File: src/rtl/ctr_pkg.sv
// shared constants, widths and the color rom for the color temperature converter
// no dependencies
package ctr_pkg;

    localparam int FRAC_BITS = 12;
    localparam int KMIN      = 2000;
    localparam int KMAX      = 6500;
    localparam int KSPAN     = KMAX - KMIN;
    localparam int LUT_SIZE  = 48;

    localparam int K_W   = 14;                // input width
    localparam int T_W   = 13;                // clamped offset, 0..KSPAN
    localparam int P_W   = 18;                // offset times (LUT_SIZE - 1)
    localparam int IDX_W = 6;                 // rom index
    localparam int REM_W = 13;                // remainder below KSPAN
    localparam int X_W   = REM_W + FRAC_BITS; // remainder scaled by the fraction
    localparam int ONE_W = FRAC_BITS + 1;     // holds 2^FRAC_BITS

    // floor reciprocals of KSPAN; quotient estimate is low by at most one
    localparam int M1_W = P_W - 12;
    localparam int M2_W = X_W - 12;
    localparam longint unsigned M1 = (64'd1 << P_W) / KSPAN;
    localparam longint unsigned M2 = (64'd1 << X_W) / KSPAN;

    localparam logic [IDX_W-1:0] IDX_LAST = IDX_W'(LUT_SIZE - 1);

    typedef struct packed {
        logic prod;
        logic sum;
    } t_blend_en;

    function automatic logic [23:0] lut_rgb(input logic [IDX_W-1:0] idx);
        logic [23:0] v;
        case (idx)
            6'd0:  v = {8'd255, 8'd138, 8'd18};
            6'd1:  v = {8'd255, 8'd142, 8'd33};
            6'd2:  v = {8'd255, 8'd147, 8'd44};
            6'd3:  v = {8'd255, 8'd152, 8'd54};
            6'd4:  v = {8'd255, 8'd157, 8'd63};
            6'd5:  v = {8'd255, 8'd161, 8'd72};
            6'd6:  v = {8'd255, 8'd165, 8'd79};
            6'd7:  v = {8'd255, 8'd169, 8'd87};
            6'd8:  v = {8'd255, 8'd173, 8'd94};
            6'd9:  v = {8'd255, 8'd177, 8'd101};
            6'd10: v = {8'd255, 8'd180, 8'd107};
            6'd11: v = {8'd255, 8'd184, 8'd114};
            6'd12: v = {8'd255, 8'd187, 8'd120};
            6'd13: v = {8'd255, 8'd190, 8'd126};
            6'd14: v = {8'd255, 8'd193, 8'd132};
            6'd15: v = {8'd255, 8'd196, 8'd137};
            6'd16: v = {8'd255, 8'd199, 8'd143};
            6'd17: v = {8'd255, 8'd201, 8'd148};
            6'd18: v = {8'd255, 8'd204, 8'd153};
            6'd19: v = {8'd255, 8'd206, 8'd159};
            6'd20: v = {8'd255, 8'd209, 8'd163};
            6'd21: v = {8'd255, 8'd211, 8'd168};
            6'd22: v = {8'd255, 8'd213, 8'd173};
            6'd23: v = {8'd255, 8'd215, 8'd177};
            6'd24: v = {8'd255, 8'd217, 8'd182};
            6'd25: v = {8'd255, 8'd219, 8'd186};
            6'd26: v = {8'd255, 8'd221, 8'd190};
            6'd27: v = {8'd255, 8'd223, 8'd194};
            6'd28: v = {8'd255, 8'd225, 8'd198};
            6'd29: v = {8'd255, 8'd227, 8'd202};
            6'd30: v = {8'd255, 8'd228, 8'd206};
            6'd31: v = {8'd255, 8'd230, 8'd210};
            6'd32: v = {8'd255, 8'd232, 8'd213};
            6'd33: v = {8'd255, 8'd233, 8'd217};
            6'd34: v = {8'd255, 8'd235, 8'd220};
            6'd35: v = {8'd255, 8'd236, 8'd224};
            6'd36: v = {8'd255, 8'd238, 8'd227};
            6'd37: v = {8'd255, 8'd239, 8'd230};
            6'd38: v = {8'd255, 8'd240, 8'd233};
            6'd39: v = {8'd255, 8'd242, 8'd236};
            6'd40: v = {8'd255, 8'd243, 8'd239};
            6'd41: v = {8'd255, 8'd244, 8'd242};
            6'd42: v = {8'd255, 8'd245, 8'd245};
            6'd43: v = {8'd255, 8'd246, 8'd247};
            6'd44: v = {8'd255, 8'd248, 8'd251};
            6'd45: v = {8'd255, 8'd249, 8'd253};
            6'd46: v = {8'd254, 8'd252, 8'd255};
            6'd47: v = {8'd255, 8'd255, 8'd255};
            default: v = {8'd255, 8'd255, 8'd255};
        endcase
        return v;
    endfunction

endpackage

File: src/rtl/ctr_blend.sv
// two-stage linear blend of one color channel between neighboring rom entries
// depends on ctr_pkg
module ctr_blend import ctr_pkg::*; (
    input  logic                 i_clk,
    input  t_blend_en            i_en,
    input  logic [7:0]           i_a,
    input  logic [7:0]           i_b,
    input  logic [FRAC_BITS-1:0] i_f,
    output logic [7:0]           o_ch
);

    localparam int PR_W = 8 + ONE_W;

    logic [PR_W-1:0] r_pa, r_pb, n_pa, n_pb;
    logic [PR_W-1:0] sum;
    logic [7:0]      r_ch;
    logic [ONE_W-1:0] one_m_f;

    always_comb begin
        one_m_f = (ONE_W'(1) << FRAC_BITS) - {1'b0, i_f};
        n_pa    = PR_W'(i_a) * PR_W'(one_m_f);
        n_pb    = PR_W'(i_b) * PR_W'({1'b0, i_f});
    end

    // the weighted sum never exceeds 255 scaled, so the top bit stays clear
    assign sum = r_pa + r_pb;

    always_ff @(posedge i_clk) begin
        if (i_en.prod) begin
            r_pa <= n_pa;
            r_pb <= n_pb;
        end
        if (i_en.sum) begin
            r_ch <= sum[FRAC_BITS+7:FRAC_BITS];
        end
    end

    assign o_ch = r_ch;

endmodule

File: src/rtl/color_temperature_to_rgb_top.sv
// top level of the color temperature to rgb converter
// depends on ctr_pkg and ctr_blend
//
// usage:
//   input request: i_valid / o_ready with i_kelvin (14 bits). values below
//   2000 are taken as 2000 and values above 6500 as 6500.
//   output request: o_valid / i_ready with o_red, o_green, o_blue.
//   path: an accepted request passes through the stage registers listed below
//   in order and reaches o_valid from the last one.
//   throughput: one conversion per cycle unless the output stalls; every
//   stage is one register after small arithmetic or a rom read; the stages are:
//   clamp, scale by 47, quotient estimate, quotient fix, fraction estimate
//   with rom read, fraction fix, channel products, channel sum.
//   stalls: each stage moves when it is empty or the next one moves, so a
//   stalled receiver holds the result in the output register while the
//   bubbles further back still fill; o_ready drops only when all eight
//   stages hold a request.
//   reset: clears all valid bits; the data registers are not reset.
module color_temperature_to_rgb_top import ctr_pkg::*; (
    input  logic           i_clk,
    input  logic           i_rst_n,
    input  logic           i_valid,
    output logic           o_ready,
    input  logic [K_W-1:0] i_kelvin,
    output logic           o_valid,
    input  logic           i_ready,
    output logic [7:0]     o_red,
    output logic [7:0]     o_green,
    output logic [7:0]     o_blue
);

    localparam int NST = 8;

    logic [NST:1]   r_v;
    logic [NST+1:1] rdy;

    always_comb begin
        rdy[NST+1] = i_ready;
        for (int k = NST; k >= 1; k--) begin
            rdy[k] = !r_v[k] || rdy[k+1];
        end
    end

    always_ff @(posedge i_clk) begin
        if (!i_rst_n) begin
            r_v <= '0;
        end else begin
            if (rdy[1]) begin
                r_v[1] <= i_valid;
            end
            for (int k = 2; k <= NST; k++) begin
                if (rdy[k]) begin
                    r_v[k] <= r_v[k-1];
                end
            end
        end
    end

    // stage 1: clamp and offset
    logic [T_W-1:0] r_t1, n_t1;

    always_comb begin
        if (i_kelvin < K_W'(KMIN)) begin
            n_t1 = '0;
        end else if (i_kelvin > K_W'(KMAX)) begin
            n_t1 = T_W'(KSPAN);
        end else begin
            n_t1 = T_W'(i_kelvin - K_W'(KMIN));
        end
    end

    // stage 2: position on the rom scale
    logic [P_W-1:0] r_p2;

    // stage 3: quotient estimate
    logic [P_W+M1_W-1:0] q_prod;
    logic [IDX_W-1:0]    r_q3;
    logic [P_W-1:0]      r_p3;

    assign q_prod = (P_W+M1_W)'(r_p2) * (P_W+M1_W)'(M1);

    // stage 4: quotient fix
    logic [P_W-1:0]   rem0;
    logic [IDX_W-1:0] n_idx4, r_idx4;
    logic [REM_W-1:0] n_rem4, r_rem4;

    always_comb begin
        rem0 = r_p3 - P_W'(P_W'(r_q3) * P_W'(KSPAN));
        if (rem0 >= P_W'(KSPAN)) begin
            n_idx4 = r_q3 + IDX_W'(1);
            n_rem4 = REM_W'(rem0 - P_W'(KSPAN));
        end else begin
            n_idx4 = r_q3;
            n_rem4 = REM_W'(rem0);
        end
    end

    // stage 5: fraction estimate and rom read
    logic [X_W-1:0]       x5;
    logic [X_W+M2_W-1:0]  f_prod;
    logic [FRAC_BITS-1:0] r_f5;
    logic [REM_W-1:0]     r_rem5;
    logic [IDX_W-1:0]     nxt;
    logic [23:0]          r_a5, r_b5;

    always_comb begin
        x5     = {r_rem4, {FRAC_BITS{1'b0}}};
        f_prod = (X_W+M2_W)'(x5) * (X_W+M2_W)'(M2);
        // top entry has no right neighbor; its fraction is zero anyway
        nxt    = (r_idx4 == IDX_LAST) ? r_idx4 : r_idx4 + IDX_W'(1);
    end

    // stage 6: fraction fix
    logic [X_W-1:0]       x6, r6;
    logic [FRAC_BITS-1:0] n_f6, r_f6;
    logic [23:0]          r_a6, r_b6;

    always_comb begin
        x6 = {r_rem5, {FRAC_BITS{1'b0}}};
        r6 = x6 - X_W'(X_W'(r_f5) * X_W'(KSPAN));
        n_f6 = (r6 >= X_W'(KSPAN)) ? r_f5 + FRAC_BITS'(1) : r_f5;
    end

    always_ff @(posedge i_clk) begin
        if (rdy[1]) begin
            r_t1 <= n_t1;
        end
        if (rdy[2]) begin
            r_p2 <= P_W'(r_t1) * P_W'(LUT_SIZE - 1);
        end
        if (rdy[3]) begin
            r_q3 <= IDX_W'(q_prod >> P_W);
            r_p3 <= r_p2;
        end
        if (rdy[4]) begin
            r_idx4 <= n_idx4;
            r_rem4 <= n_rem4;
        end
        if (rdy[5]) begin
            r_f5   <= FRAC_BITS'(f_prod >> X_W);
            r_rem5 <= r_rem4;
            r_a5   <= lut_rgb(r_idx4);
            r_b5   <= lut_rgb(nxt);
        end
        if (rdy[6]) begin
            r_f6 <= n_f6;
            r_a6 <= r_a5;
            r_b6 <= r_b5;
        end
    end

    // stages 7 and 8: per channel blend
    t_blend_en blend_en;

    assign blend_en.prod = rdy[7];
    assign blend_en.sum  = rdy[8];

    ctr_blend u_red (
        .i_clk (i_clk),
        .i_en  (blend_en),
        .i_a   (r_a6[23:16]),
        .i_b   (r_b6[23:16]),
        .i_f   (r_f6),
        .o_ch  (o_red)
    );

    ctr_blend u_green (
        .i_clk (i_clk),
        .i_en  (blend_en),
        .i_a   (r_a6[15:8]),
        .i_b   (r_b6[15:8]),
        .i_f   (r_f6),
        .o_ch  (o_green)
    );

    ctr_blend u_blue (
        .i_clk (i_clk),
        .i_en  (blend_en),
        .i_a   (r_a6[7:0]),
        .i_b   (r_b6[7:0]),
        .i_f   (r_f6),
        .o_ch  (o_blue)
    );

    assign o_ready = rdy[1];
    assign o_valid = r_v[NST];

endmodule
File: config.mk
export PLATFORM = sky130hd
export DESIGN_NAME = color_temperature_to_rgb_top
export DESIGN_NICKNAME = d
export VERILOG_FILES = /design/src/rtl/ctr_pkg.sv /design/src/rtl/ctr_blend.sv /design/src/rtl/color_temperature_to_rgb_top.sv
export SDC_FILE = /design/constraint.sdc
export NUM_CORES = 2
export LEC_CHECK = 0
export ABC_AREA = 1
export BUFFER_PORTS_ARGS = -buffer_cell sky130_fd_sc_hd__buf_4
export CAP_MARGIN = 25
export CORE_ASPECT_RATIO = 1.4
export CORE_MARGIN = 2
export CORE_UTILIZATION = 65
export CTS_CLUSTER_SIZE = 16
export DETAILED_ROUTE_END_ITERATION = 8
export GPL_TIMING_DRIVEN = 0
export PLACE_DENSITY = 0.91
export SLEW_MARGIN = 10
export SYNTH_ARGS = -nofsm -noshare
export SYNTH_HDL_FRONTEND = slang
export SYNTH_SLANG_ARGS = --single-unit
File: constraint.sdc
create_clock -name i_clk -period 14 [get_ports i_clk]
set_input_delay 2.8 -clock i_clk [delete_from_list [all_inputs] [get_ports i_clk]]
set_output_delay 2.8 -clock i_clk [all_outputs]
set_load 0.01 [all_outputs]
==> results.yml <==
setup_path:
  endpoint_kind: "primary output"
  rrSetupSlack_ps: 6180
  critical_path_class: "input pin to primary output"
  r2r-end: "u_red.r_pa[17]"
  r2r_start: "r_f6[9]"
  cp.arrival_ps: 8060
  r2r_cells: 20
  startpoint_type: "input pin"
  cp_data_required_time_ps: 11200
  crit_fanout: 53
sta:
  hold_viol_final: 0
  min_period_ps: 10860
  max_freq_mhz: 92.1
  timing.slew.headroom_pct: 27.1
  slew_violations: 0
  post-route-period-util_pct: 77.6
  rsz0062_at_grt: "no"
  tightest_slew_ps: 1090
  fin_skew_ps: 45.3
  setup_viol: 0
min_path:
  worstHoldStart: "r_b5[8]"
  holdPathStages: 0
  hold_path.class: "register to register"
  holdPathEnd: "r_b6[8]"
outcome:
  status: "complete, no violations"
grt:
  grt_max_degree: 71
  grt_pass1_vias: 34600
  antenna_found_initial: 0
  grt_pass1_wl_um: 167000
  grt_usage_pct: 32.4
  overflow: 0
placement:
  post_dp_cell_area_mm2: 0.0425
  routabilityCongestion: 0.985
  place_hpwl_um: 83400
  io_buffers: 43
synth:
  synthesis.instances: 4577
  ys.flop_type: "edfxtp_1"
  synth_warnings: 0
  syn_area_per_cell_um2: 8.96
  yosysTopAreaCell: "edfxtp_1"
  synth_nets: 5643
  synth_most_common_cell: "inv_1"
  ys_seq_elements: 323
  synth_edf_count: 315
  netlist_top_cells_count: "1,029 x inv_1, 803 x nand2_1, 578 x ha_1, 470 x fa_1, 315 x edfxtp_1"
  synthArstFlopShare_pct: 0
  ys_seq_area_share_pct: 23.4
  synth_area_leaders: "edfxtp_1 23%, fa_1 23%, ha_1 18%"
  synth_top_area_share_pct: 23.1
  ys_types: 61
  netlist_area_mm2: 0.0410
detailed_routing:
  wl_per_cell_um: 18.7
  first_iter_violations: 2192
  ant_nets: 0
  drcViolationCount: 0
  via_per_inst: 5.84
  wl_um: 103000
  via_count: 32200
  dr.pass1.iters: 6
clocking:
  cts_tree: "built"
  post_cts_resized: 0
  cts_buffers: 35
  path_clk_slew_ps: 60
  insertion_delay_ps: 590
  htree_levels: 2
  cts.sink_count: 323
  cts_setup_buffers: 0
  cts_buffer_depth: 3
  root_buffer: "clkbuf_16"
  cts_hold_buf: 0
finish:
  nFillCells: 4351
  nets: 5728
  drive_gt1_share_pct: 3.37
  syn2layout_area_growth_pct: 6.21
  seqCellArea_mm2: 0.00962
  postLayoutCellArea_mm2: 0.0436
  n_antenna_cell: 0
  multiInputGateArea_mm2: 0.0271
floorplanning:
  initial_utilization_pct: 65.4
  ios: 44
  rows: 109
  fp.dieArea_mm2: 0.0652
  core_region_area_mm2: 0.0627
  die_w_um: 216
  die_h_um: 301
flow_run:
  drv_cap: 0
-- metrics by stage --
step | hold WS, ps | TNS [ps] | worst slack (ps) | cells | utilization (%)
final | 409 | 0 | 3140 | 5517 | 69.5
after global routing | 423 | 0 | 2610 | 5517 | 69.5
after CTS | 414 | 0 | 3100 | 5516 | 69.4
after detailed placement | 405 | 0 | 3110 | 5456 | 67.7
after global placement | 401 | -1440 | -1440 | 5452 | 67.6
after floorplan | 400 | 0 | 1430 | 4577 | -
-- cells in the final DEF, fill, tap and decap left out, types with 8 or more instances in the layout --
cell	n
inv_1	1025
nand2_1	803
ha_1	578
fa_1	470
edfxtp_1	315
a21oi_1	273
nor2_1	243
xor2_1	161
nand3_1	133
o21ai_0	128
clkbuf_1	68
xnor2_1	64
buf_4	44
nor3_1	36
clkbuf_16	35
nand4_1	28
a31oi_1	27
o31ai_1	21
clkinv_1	16
inv_2	14
o21bai_1	14
o211ai_1	12
a211oi_1	12
a21o_1	11
dfxtp_1	8
-- cell type report --
class,instances,area share (%)
Buffer,80,0.767
Inverter,1049,9.05
Sequential cell,323,22.1
Timing Repair Buffer,48,0.956
Clock inverter,23,0.465
Clock buffer,37,2.03
Multi-Input combinational cell,3125,62.3
Tap cell,832,2.39
-- worst max path at each step --
| stage | startpoint | to | slack (ps) | cells after the start |
|---|---|---|---|---|
| finish | i_ready | o_ready | 3140 | 18 |
| global route | i_ready | o_ready | 2610 | 18 |
| CTS | i_ready | o_ready | 3100 | 18 |
| detailed placement | i_ready | o_ready | 3110 | 18 |
| global placement | i_ready | o_ready | -1440 | 16 |
| floorplan | i_ready | o_ready | 1430 | 14 |
-- routing by layer --
| metal | GRT usage, % | share of wire [%] |
|---|---|---|
| met1 | 31.7 | 33 |
| met2 | 60.4 | 52 |
| met3 | 4.77 | 5.6 |
| met4 | 25.9 | 9.5 |
| met5 | 0 | 0 |
-- logic make-up (layout without fill, tap and decap cells) --
kind of cell | count (synthesis) | count (layout) | synth area share, %
adder cells (fa/ha/maj) | 1048 | 1048 | 40.6
XOR/XNOR | 226 | 226 | 4.84
buffers and inverters | 1129 | 1237 | 10.4
AO/OA/AOI/OAI | 562 | 562 | 7.88
AND/OR/NAND/NOR | 1289 | 1289 | 12.9
flip-flops | 323 | 323 | 23.4
-- sequential cells by signal (all words and copies together), names as in the netlist, 8 cells and up --
| signal | flops |
|---|---|
| r_rem5 | 13 |
| r_f6 | 12 |
| u_green.r_pa | 20 |
| u_red.r_pa | 20 |
| r_p3 | 18 |
| r_a5 | 15 |
| u_red.o_ch | 8 |
| u_blue.r_pb | 20 |
| r_v | 8 |
| u_blue.r_pa | 20 |
| u_green.r_pb | 20 |
| u_red.r_pb | 20 |
| r_f5 | 12 |
| r_p2 | 18 |
| r_rem4 | 13 |
| u_blue.o_ch | 8 |
| r_b6 | 15 |
| r_t1 | 13 |
| r_a6 | 15 |
| u_green.o_ch | 8 |
| r_b5 | 15 |
-- critical path, cell delays in order --
cell and delay, ps:
buf_4 70, nor2_1 50, inv_2 550, nor2_1 200, inv_6 420, nor2_1 110
inv_2 300, buf_12 250, nor2_1 70, inv_2 440, buf_12 280, nor2_1 70
inv_1 570, nor2_1 80, inv_1 740, nor2_1 210, nand2_1 540, buf_4 230
Power is left out: the tool's default activity adds up to more than one toggle a clock period on the data nets, which glitch-free logic cannot reach.
